## config.mk

```make
export PLATFORM = sky130hd
export DESIGN_NAME = escaped_frame_receiver_unit
export DESIGN_NICKNAME = d
export VERILOG_FILES = /design/src/sv/efr_pkg.sv /design/src/sv/escaped_frame_receiver_unit.sv
export SDC_FILE = /design/constraint.sdc
export NUM_CORES = 1
export LEC_CHECK = 0
export BUFFER_PORTS_ARGS = -buffer_cell sky130_fd_sc_hd__buf_2
export CAP_MARGIN = 20
export CORE_UTILIZATION = 60
export CTS_CLUSTER_DIAMETER = 100
export DETAILED_ROUTE_END_ITERATION = 6
export PLACE_DENSITY = 0.8
export SLEW_MARGIN = 40
export SYNTH_ARGS = -nofsm -noshare
export SYNTH_HDL_FRONTEND = slang
export SYNTH_SLANG_ARGS = --single-unit
```

## constraint.sdc

```tcl
create_clock -name aclk -period 9.5 [get_ports aclk]
set_input_delay 0.475 -clock aclk [delete_from_list [all_inputs] [get_ports aclk]]
set_output_delay 0.475 -clock aclk [all_outputs]
set_load 0.05 [all_outputs]
```

## src/sv/efr_pkg.sv

```systemverilog
// shared constants and crc helper for the escaped frame receiver
package efr_pkg;

    localparam logic [7:0]  STX_BYTE   = 8'h02;
    localparam logic [7:0]  ENQ_BYTE   = 8'h10;
    localparam logic [7:0]  ESC_OFFSET = 8'h80;
    localparam logic [15:0] CRC_INIT   = 16'hFFFF;

    localparam logic [15:0] MAX_LENGTH_RESET    = 16'd4096;
    localparam logic [15:0] CRC_POLY_RESET      = 16'h1021;
    localparam logic        CRC_REFLECTED_RESET = 1'b0;

    localparam int unsigned CFG_INDEX_W = 2;
    localparam logic [CFG_INDEX_W-1:0] CFG_MAX_LENGTH    = 2'd0;
    localparam logic [CFG_INDEX_W-1:0] CFG_CRC_POLY      = 2'd1;
    localparam logic [CFG_INDEX_W-1:0] CFG_CRC_REFLECTED = 2'd2;

    localparam logic [2:0] KIND_DATA      = 3'd0;
    localparam logic [2:0] KIND_OK        = 3'd1;
    localparam logic [2:0] KIND_BAD_START = 3'd2;
    localparam logic [2:0] KIND_TOO_LONG  = 3'd3;
    localparam logic [2:0] KIND_CRC_ERROR = 3'd4;

    function automatic logic [15:0] reverse16(input logic [15:0] v);
        logic [15:0] r;
        for (int i = 0; i < 16; i++) begin
            r[i] = v[15-i];
        end
        return r;
    endfunction

    // one byte through the crc, msb first or reflected
    function automatic logic [15:0] crc_update(input logic [15:0] crc_in,
                                               input logic [7:0]  b,
                                               input logic [15:0] poly,
                                               input logic        reflected);
        logic [15:0] crc;
        logic [15:0] rp;
        rp = reverse16(poly);
        if (reflected) begin
            crc = crc_in ^ {8'h00, b};
            for (int i = 0; i < 8; i++) begin
                crc = crc[0] ? ((crc >> 1) ^ rp) : (crc >> 1);
            end
        end else begin
            crc = crc_in ^ {b, 8'h00};
            for (int i = 0; i < 8; i++) begin
                crc = crc[15] ? ((crc << 1) ^ poly) : (crc << 1);
            end
        end
        return crc;
    endfunction

endpackage

```

## src/sv/escaped_frame_receiver_unit.sv

```systemverilog
// escaped frame receiver: byte-stuffed frame decoder with crc-16 check
//
// input channel s_valid/s_ready/s_rx_byte carries one raw line byte per item.
// result channel m_valid/m_ready carries zero or one result item per input
// item: a decoded payload byte (with m_last_byte on the final one), a frame
// ok or crc error report, a bad start report or a too long report.
// frames are stx, 16-bit big-endian length, payload and 16-bit crc; any byte
// after stx may be escaped by enq, the next byte minus 0x80 being the value.
// configuration is a plain write port: cfg_wr_en, cfg_index, cfg_wdata;
// index 0 max_length, 1 crc_poly, 2 crc_reflected.
// an item is decoded in the cycle it is accepted and its result is registered
// and shows on the m_ side in the next cycle; one item is taken every cycle
// while s_ready is high, limited by the single byte-wide crc and phase
// update between the input and the result register.
// s_ready is low only while a result is held and m_ready is low, so a
// stalled receiver holds the result and the input waits.
// after reset the block waits for stx, crc is 0xffff and the registers take
// max_length 4096, crc_poly 0x1021, crc_reflected 0.
module escaped_frame_receiver_unit
    import efr_pkg::*;
(
    input  logic                   aclk,
    input  logic                   aresetn,

    input  logic                   cfg_wr_en,
    input  logic [CFG_INDEX_W-1:0] cfg_index,
    input  logic [15:0]            cfg_wdata,

    input  logic                   s_valid,
    output logic                   s_ready,
    input  logic [7:0]             s_rx_byte,

    output logic                   m_valid,
    input  logic                   m_ready,
    output logic [2:0]             m_kind,
    output logic [7:0]             m_data,
    output logic                   m_last_byte,
    output logic [15:0]            m_frame_length,
    output logic [15:0]            m_crc_calc,
    output logic [15:0]            m_crc_recv
);

    typedef enum logic [2:0] {
        PH_WAIT,
        PH_LEN_HI,
        PH_LEN_LO,
        PH_PAYLOAD,
        PH_CRC_HI,
        PH_CRC_LO
    } phase_t;

    logic [15:0] max_length_reg;
    logic [15:0] crc_poly_reg;
    logic        crc_reflected_reg;

    phase_t      phase_reg, phase_next;
    logic        esc_reg, esc_next;
    logic [15:0] crc_reg, crc_next;
    logic [15:0] len_reg, len_next;
    logic [15:0] seen_reg, seen_next;
    logic [7:0]  crc_high_reg, crc_high_next;

    logic        m_valid_reg, m_valid_next;
    logic [2:0]  kind_reg, kind_next;
    logic [7:0]  data_reg, data_next;
    logic        last_reg, last_next;
    logic [15:0] flen_reg, flen_next;
    logic [15:0] calc_reg, calc_next;
    logic [15:0] recv_reg, recv_next;

    logic        accept;
    logic        emit;
    logic [7:0]  b;
    logic [7:0]  v;
    logic [15:0] len_full;
    logic [15:0] seen_inc;
    logic [15:0] recv_full;
    logic [15:0] crc_step;

    assign s_ready = !m_valid_reg || m_ready;
    assign accept  = s_valid && s_ready;
    assign b       = s_rx_byte;
    assign v       = esc_reg ? (b - ESC_OFFSET) : b;
    assign len_full  = {len_reg[15:8], v};
    assign seen_inc  = seen_reg + 16'd1;
    assign recv_full = {crc_high_reg, v};
    assign crc_step  = crc_update((phase_reg == PH_WAIT) ? CRC_INIT : crc_reg, b,
                                  crc_poly_reg, crc_reflected_reg);

    always_comb begin
        phase_next    = phase_reg;
        esc_next      = esc_reg;
        crc_next      = crc_reg;
        len_next      = len_reg;
        seen_next     = seen_reg;
        crc_high_next = crc_high_reg;
        emit          = 1'b0;
        kind_next     = kind_reg;
        data_next     = 8'h00;
        last_next     = 1'b0;
        flen_next     = len_reg;
        calc_next     = 16'h0000;
        recv_next     = 16'h0000;

        if (accept) begin
            if (phase_reg == PH_WAIT) begin
                if (b != STX_BYTE) begin
                    emit      = 1'b1;
                    kind_next = KIND_BAD_START;
                    flen_next = 16'h0000;
                end else begin
                    crc_next   = crc_step;
                    esc_next   = 1'b0;
                    len_next   = 16'h0000;
                    seen_next  = 16'h0000;
                    phase_next = PH_LEN_HI;
                end
            end else begin
                if (phase_reg != PH_CRC_HI && phase_reg != PH_CRC_LO) begin
                    crc_next = crc_step;
                end
                if (!esc_reg && b == ENQ_BYTE) begin
                    esc_next = 1'b1;
                end else begin
                    esc_next = 1'b0;
                    case (phase_reg)
                        PH_LEN_HI: begin
                            len_next   = {v, 8'h00};
                            phase_next = PH_LEN_LO;
                        end
                        PH_LEN_LO: begin
                            len_next = len_full;
                            if (len_full > max_length_reg) begin
                                emit       = 1'b1;
                                kind_next  = KIND_TOO_LONG;
                                flen_next  = len_full;
                                phase_next = PH_WAIT;
                                esc_next   = 1'b0;
                                crc_next   = CRC_INIT;
                            end else begin
                                seen_next  = 16'h0000;
                                phase_next = (len_full == 16'h0000) ? PH_CRC_HI
                                                                    : PH_PAYLOAD;
                            end
                        end
                        PH_PAYLOAD: begin
                            seen_next = seen_inc;
                            emit      = 1'b1;
                            kind_next = KIND_DATA;
                            data_next = v;
                            if (seen_inc >= len_reg) begin
                                last_next  = 1'b1;
                                phase_next = PH_CRC_HI;
                            end
                        end
                        PH_CRC_HI: begin
                            crc_high_next = v;
                            phase_next    = PH_CRC_LO;
                        end
                        PH_CRC_LO: begin
                            emit       = 1'b1;
                            kind_next  = (recv_full == crc_reg) ? KIND_OK
                                                                : KIND_CRC_ERROR;
                            calc_next  = crc_reg;
                            recv_next  = recv_full;
                            phase_next = PH_WAIT;
                            esc_next   = 1'b0;
                            crc_next   = CRC_INIT;
                        end
                        default: begin
                            phase_next = PH_WAIT;
                        end
                    endcase
                end
            end
        end

        if (emit) begin
            m_valid_next = 1'b1;
        end else if (m_ready) begin
            m_valid_next = 1'b0;
        end else begin
            m_valid_next = m_valid_reg;
        end
    end

    always_ff @(posedge aclk) begin
        if (!aresetn) begin
            max_length_reg    <= MAX_LENGTH_RESET;
            crc_poly_reg      <= CRC_POLY_RESET;
            crc_reflected_reg <= CRC_REFLECTED_RESET;
            phase_reg         <= PH_WAIT;
            esc_reg           <= 1'b0;
            crc_reg           <= CRC_INIT;
            len_reg           <= 16'h0000;
            seen_reg          <= 16'h0000;
            crc_high_reg      <= 8'h00;
            m_valid_reg       <= 1'b0;
        end else begin
            if (cfg_wr_en) begin
                case (cfg_index)
                    CFG_MAX_LENGTH:    max_length_reg    <= cfg_wdata;
                    CFG_CRC_POLY:      crc_poly_reg      <= cfg_wdata;
                    CFG_CRC_REFLECTED: crc_reflected_reg <= cfg_wdata[0];
                    default: ;
                endcase
            end
            phase_reg    <= phase_next;
            esc_reg      <= esc_next;
            crc_reg      <= crc_next;
            len_reg      <= len_next;
            seen_reg     <= seen_next;
            crc_high_reg <= crc_high_next;
            m_valid_reg  <= m_valid_next;
        end
    end

    // result payload, loaded only when a new item is produced
    always_ff @(posedge aclk) begin
        if (emit) begin
            kind_reg <= kind_next;
            data_reg <= data_next;
            last_reg <= last_next;
            flen_reg <= flen_next;
            calc_reg <= calc_next;
            recv_reg <= recv_next;
        end
    end

    assign m_valid        = m_valid_reg;
    assign m_kind         = kind_reg;
    assign m_data         = data_reg;
    assign m_last_byte    = last_reg;
    assign m_frame_length = flen_reg;
    assign m_crc_calc     = calc_reg;
    assign m_crc_recv     = recv_reg;

endmodule
```

==> metrics.md <==
| Metric | Value |
|---|---|
| CP Max Fanout | 21 |
| Final TNS setup | 0 ns |
| Peak supply drop | 0.1167 mV |
| Post-route cell area | 0.01336 mm² |
| Tightest Hold Check Type | input pin to flop |
| Reg2reg setup slack | 3.70 ns |
| Total number of vias | 11140 |
| DR WL/cell | 18.83 µm |
| Slew Limit Headroom | 0.3976 |
| Min Clock Period, post-route | 5.802 ns |
| Final WL | 34.83 mm |
| Core Region | 0.01965 mm² |
| Post-route DRC | 0 |
| Cells after Synth | 1553 |
| Worst min-delay path startpoint | cfg_wdata[5] |
| ANT nets after route | 0 |
| Final worst setup slack | 3.699 ns |
| Worst-path cell chain | or3_1, a211o_1, o311ai_0, a31oi_1, nor2b_1, xnor3_1, nand2_1, xor2_2, nand2_1, xnor3_1, xnor2_4, nand2_1, xnor2_1, o211ai_1, a31oi_1 |
| Crit Path Category | flop to flop |
| Crit path capture | crc_reg[14] |
| H-Tree Level Count | 4 |
| Final setup violating endpoints | 0 |
| Largest net degree at the start of global routing | 76 |
| Final Hold Fails | 0 |
| Overall Global Routing Usage | 0.3379 |
| Starting DRT DRC Count | 1125 |
| Cell Area, Placed | 0.01275 mm² |
| Die footprint | 0.02086 mm² |
| First-pass GRT wire length | 53.86 mm |
| Chip height | 144.4 µm |
| Vias per inst | 6.023 |
| Die width | 144.4 µm |
| Ys Warns | 0 |
| Rows | 51 |
| Final Max Tran Viols | 0 |
| CTS Buffer Depth | 2 |
| Seq/Total Area, Yosys | 0.3027 |
| Antenna violations before repair | 1 |
| Vias in the first global route | 9952 |
| Max-cap check violation count | 0 |
| Slowest CP cell | or3_1 |
| Worst hold margin | 0.2823 ns |
| Avg Cell Area, Syn | 7.837 µm² |
| LEAKAGE | 4.934 nW |
| Ys async rst share | 0 |
| Post-CTS Setup Inserts | 0 |
| Initial Util | 0.6192 |
| CTS Sinks | 154 |
| Final GP Congestion | 0.9696 |
| Total congestion overflow | 0 |
| Most frequent cells in the layout | nand2_1, xnor2_1, a21oi_1, nor2_1, buf_2 |
| Crit-path max cell delay | 0.70 ns |
| Nets@finish | 1634 |
| IO buf count | 92 |
| Most frequent CP cell | nand2_1 |
| Worst setup EP type | flop |
| Clock root cell | clkbuf_16 |
| Status | finished clean |
| Post-CTS resize count | 0 |
| Worst-skew pair later-pin latency | 0.44 ns |
| CTS clk-pin slew, worst paths | 0.07 ns |
| Finished Core Util | 0.6800 |
| Worst Reg-to-Reg Cells | 15 |
| Max Freq | 172.4 MHz |
| Clk_skew | 0.01120 ns |
| Ports | 93 |
| Mapped Nets | 1617 |
| Synth Register Bits | 154 |
| Count of cell types in the netlist | 81 |
| Primary FF master, synth | dfxtp_1 |
| Post-DP HPWL | 24.02 mm |
| Fillers | 1670 |
| Cell Area, Synth | 0.01217 mm² |
| Crit share post-route | 0.6107 |
| Type of origin of the critical path | flop |
| Number of synthesized flops with an enable pin | 60 |
| Synth-to-Final Area Change | 9.808% |
| Post-place setup slack | 3.645 ns |
| CTS tree | built |
| RSZ-0062 raised after global routing | no |
| Slew @ Worst Pin | 0.8971 ns |
| Power Dens Cells | 139.3 mW/mm² |
| Data required, critical path | 9.80 ns |
| Cts bufs inserted | 17 |
| Worst R2R End | crc_reg[14] |
| Crit path DAT | 6.11 ns |
| Critical path origin | phase_reg[1] |
| Commonest non-fill, non-tap cell in the layout | nand2_1 |
| Share of cells above drive strength 1 | 0.1364 |
| Hold Buf Count CTS | 0 |
| First drt pass iteration count | 6 |
| FF-to-FF Start | phase_reg[1] |
-- synthesized netlist by cell type (4+ instances only) --
cell type	count	area, µm²
and3_1	18	112.6
xor2_1	48	420.4
a32oi_1	4	35.03
a22oi_1	6	45.04
a21oi_1	102	510.5
and2_1	48	300.3
o22ai_1	19	118.9
o21ai_0	33	165.2
a22o_1	7	61.31
xnor2_1	200	1752
nand3_1	38	190.2
buf_1	8	30.03
nor3_1	21	105.1
o31ai_1	4	30.03
nand3b_1	15	112.6
inv_1	39	146.4
ha_1	33	412.9
nor2_1	101	379.1
nor4b_1	4	35.03
xnor2_2	12	195.2
or2_2	10	62.56
nor2b_1	12	75.07
nor4_1	8	50.05
buf_2	21	105.1
nand2b_1	9	56.30
nand2_2	9	56.30
dfxtp_1	94	1882
a211oi_1	9	67.56
mux2i_1	8	80.08
xnor3_1	4	90.09
edfxtp_1	60	1802
a21o_1	15	112.6
clkbuf_1	83	311.6
o21a_1	8	60.06
nor3b_1	5	37.54
nand4_1	14	87.58
a211o_1	7	61.31
or3_1	7	43.79
nand2_1	332	1246
a31oi_1	8	50.05
o211ai_1	11	82.58
-- cells by family after synthesis --
| kind of cell | share of synthesized area |
|---|---|
| XOR/XNOR | 0.2032 |
| buffers and inverters | 0.05089 |
| adder cells (fa/ha/maj) | 0.03393 |
| AO/OA/AOI/OAI | 0.1469 |
| AND/OR/NAND/NOR | 0.2527 |
| flip-flops | 0.3027 |
| multiplexers | 0.009664 |
-- per-layer routing --
layer  track usage  vias to the layer above  part of all wire
met4        0.1346                        0             0.036
met1        0.4397                     5238              0.41
met2        0.5294                      534              0.45
met3       0.09139                       84              0.10
met5             0                        -                 0
li1              -                     5281                 -
-- per-stage QoR --
step           cells  power, mW
2_1_floorplan   1553      1.110
5_1_grt         1848      1.928
6_report        1849      1.861
3_3_place_gp    1814      1.193
4_1_cts         1846      1.855
3_5_place_dp    1814      1.208
-- where the power goes --
part	switching (mW)	internal (mW)
registers	0.0146	0.704
logic	0.303	0.182
clock network	0.293	0.364
total	0.611	1.25
-- layout make-up --
cell class              instances  area (µm²)  share of cell area
flip-flops and latches        154        3691              0.2762
clock inverters                12       98.84            0.007396
multi-input cells            1245        8008              0.5992
repair buffers                112       614.3             0.04597
inverters                      40       150.1             0.01123
diodes                          1       2.502           0.0001872
clock buffers                  20       467.9             0.03502
well taps                     265       331.6             0.02481
-- how the worst min path moves through the flow --
| stage | cells after the start | end | slack, ns |
|---|---|---|---|
| after CTS | 3 | crc_poly_reg[5] | 0.28 |
| after detailed placement | 2 | max_length_reg[13] | 0.45 |
| after floorplan | 2 | max_length_reg[10] | 0.44 |
| after global routing | 3 | max_length_reg[15] | 0.28 |
| final | 3 | crc_poly_reg[5] | 0.28 |
| after global placement | 2 | max_length_reg[14] | 0.44 |
-- critical path: cells and delay by family, from the launching register on --
kind	cells	cell delay [ns]
xor gates and xnor gates	5	1.95
AOI/OAI and AO/OA	5	1.62
and+or+nand+nor	5	1.61
DFF	1	0.49
Power figures use the tool's default switching activity.
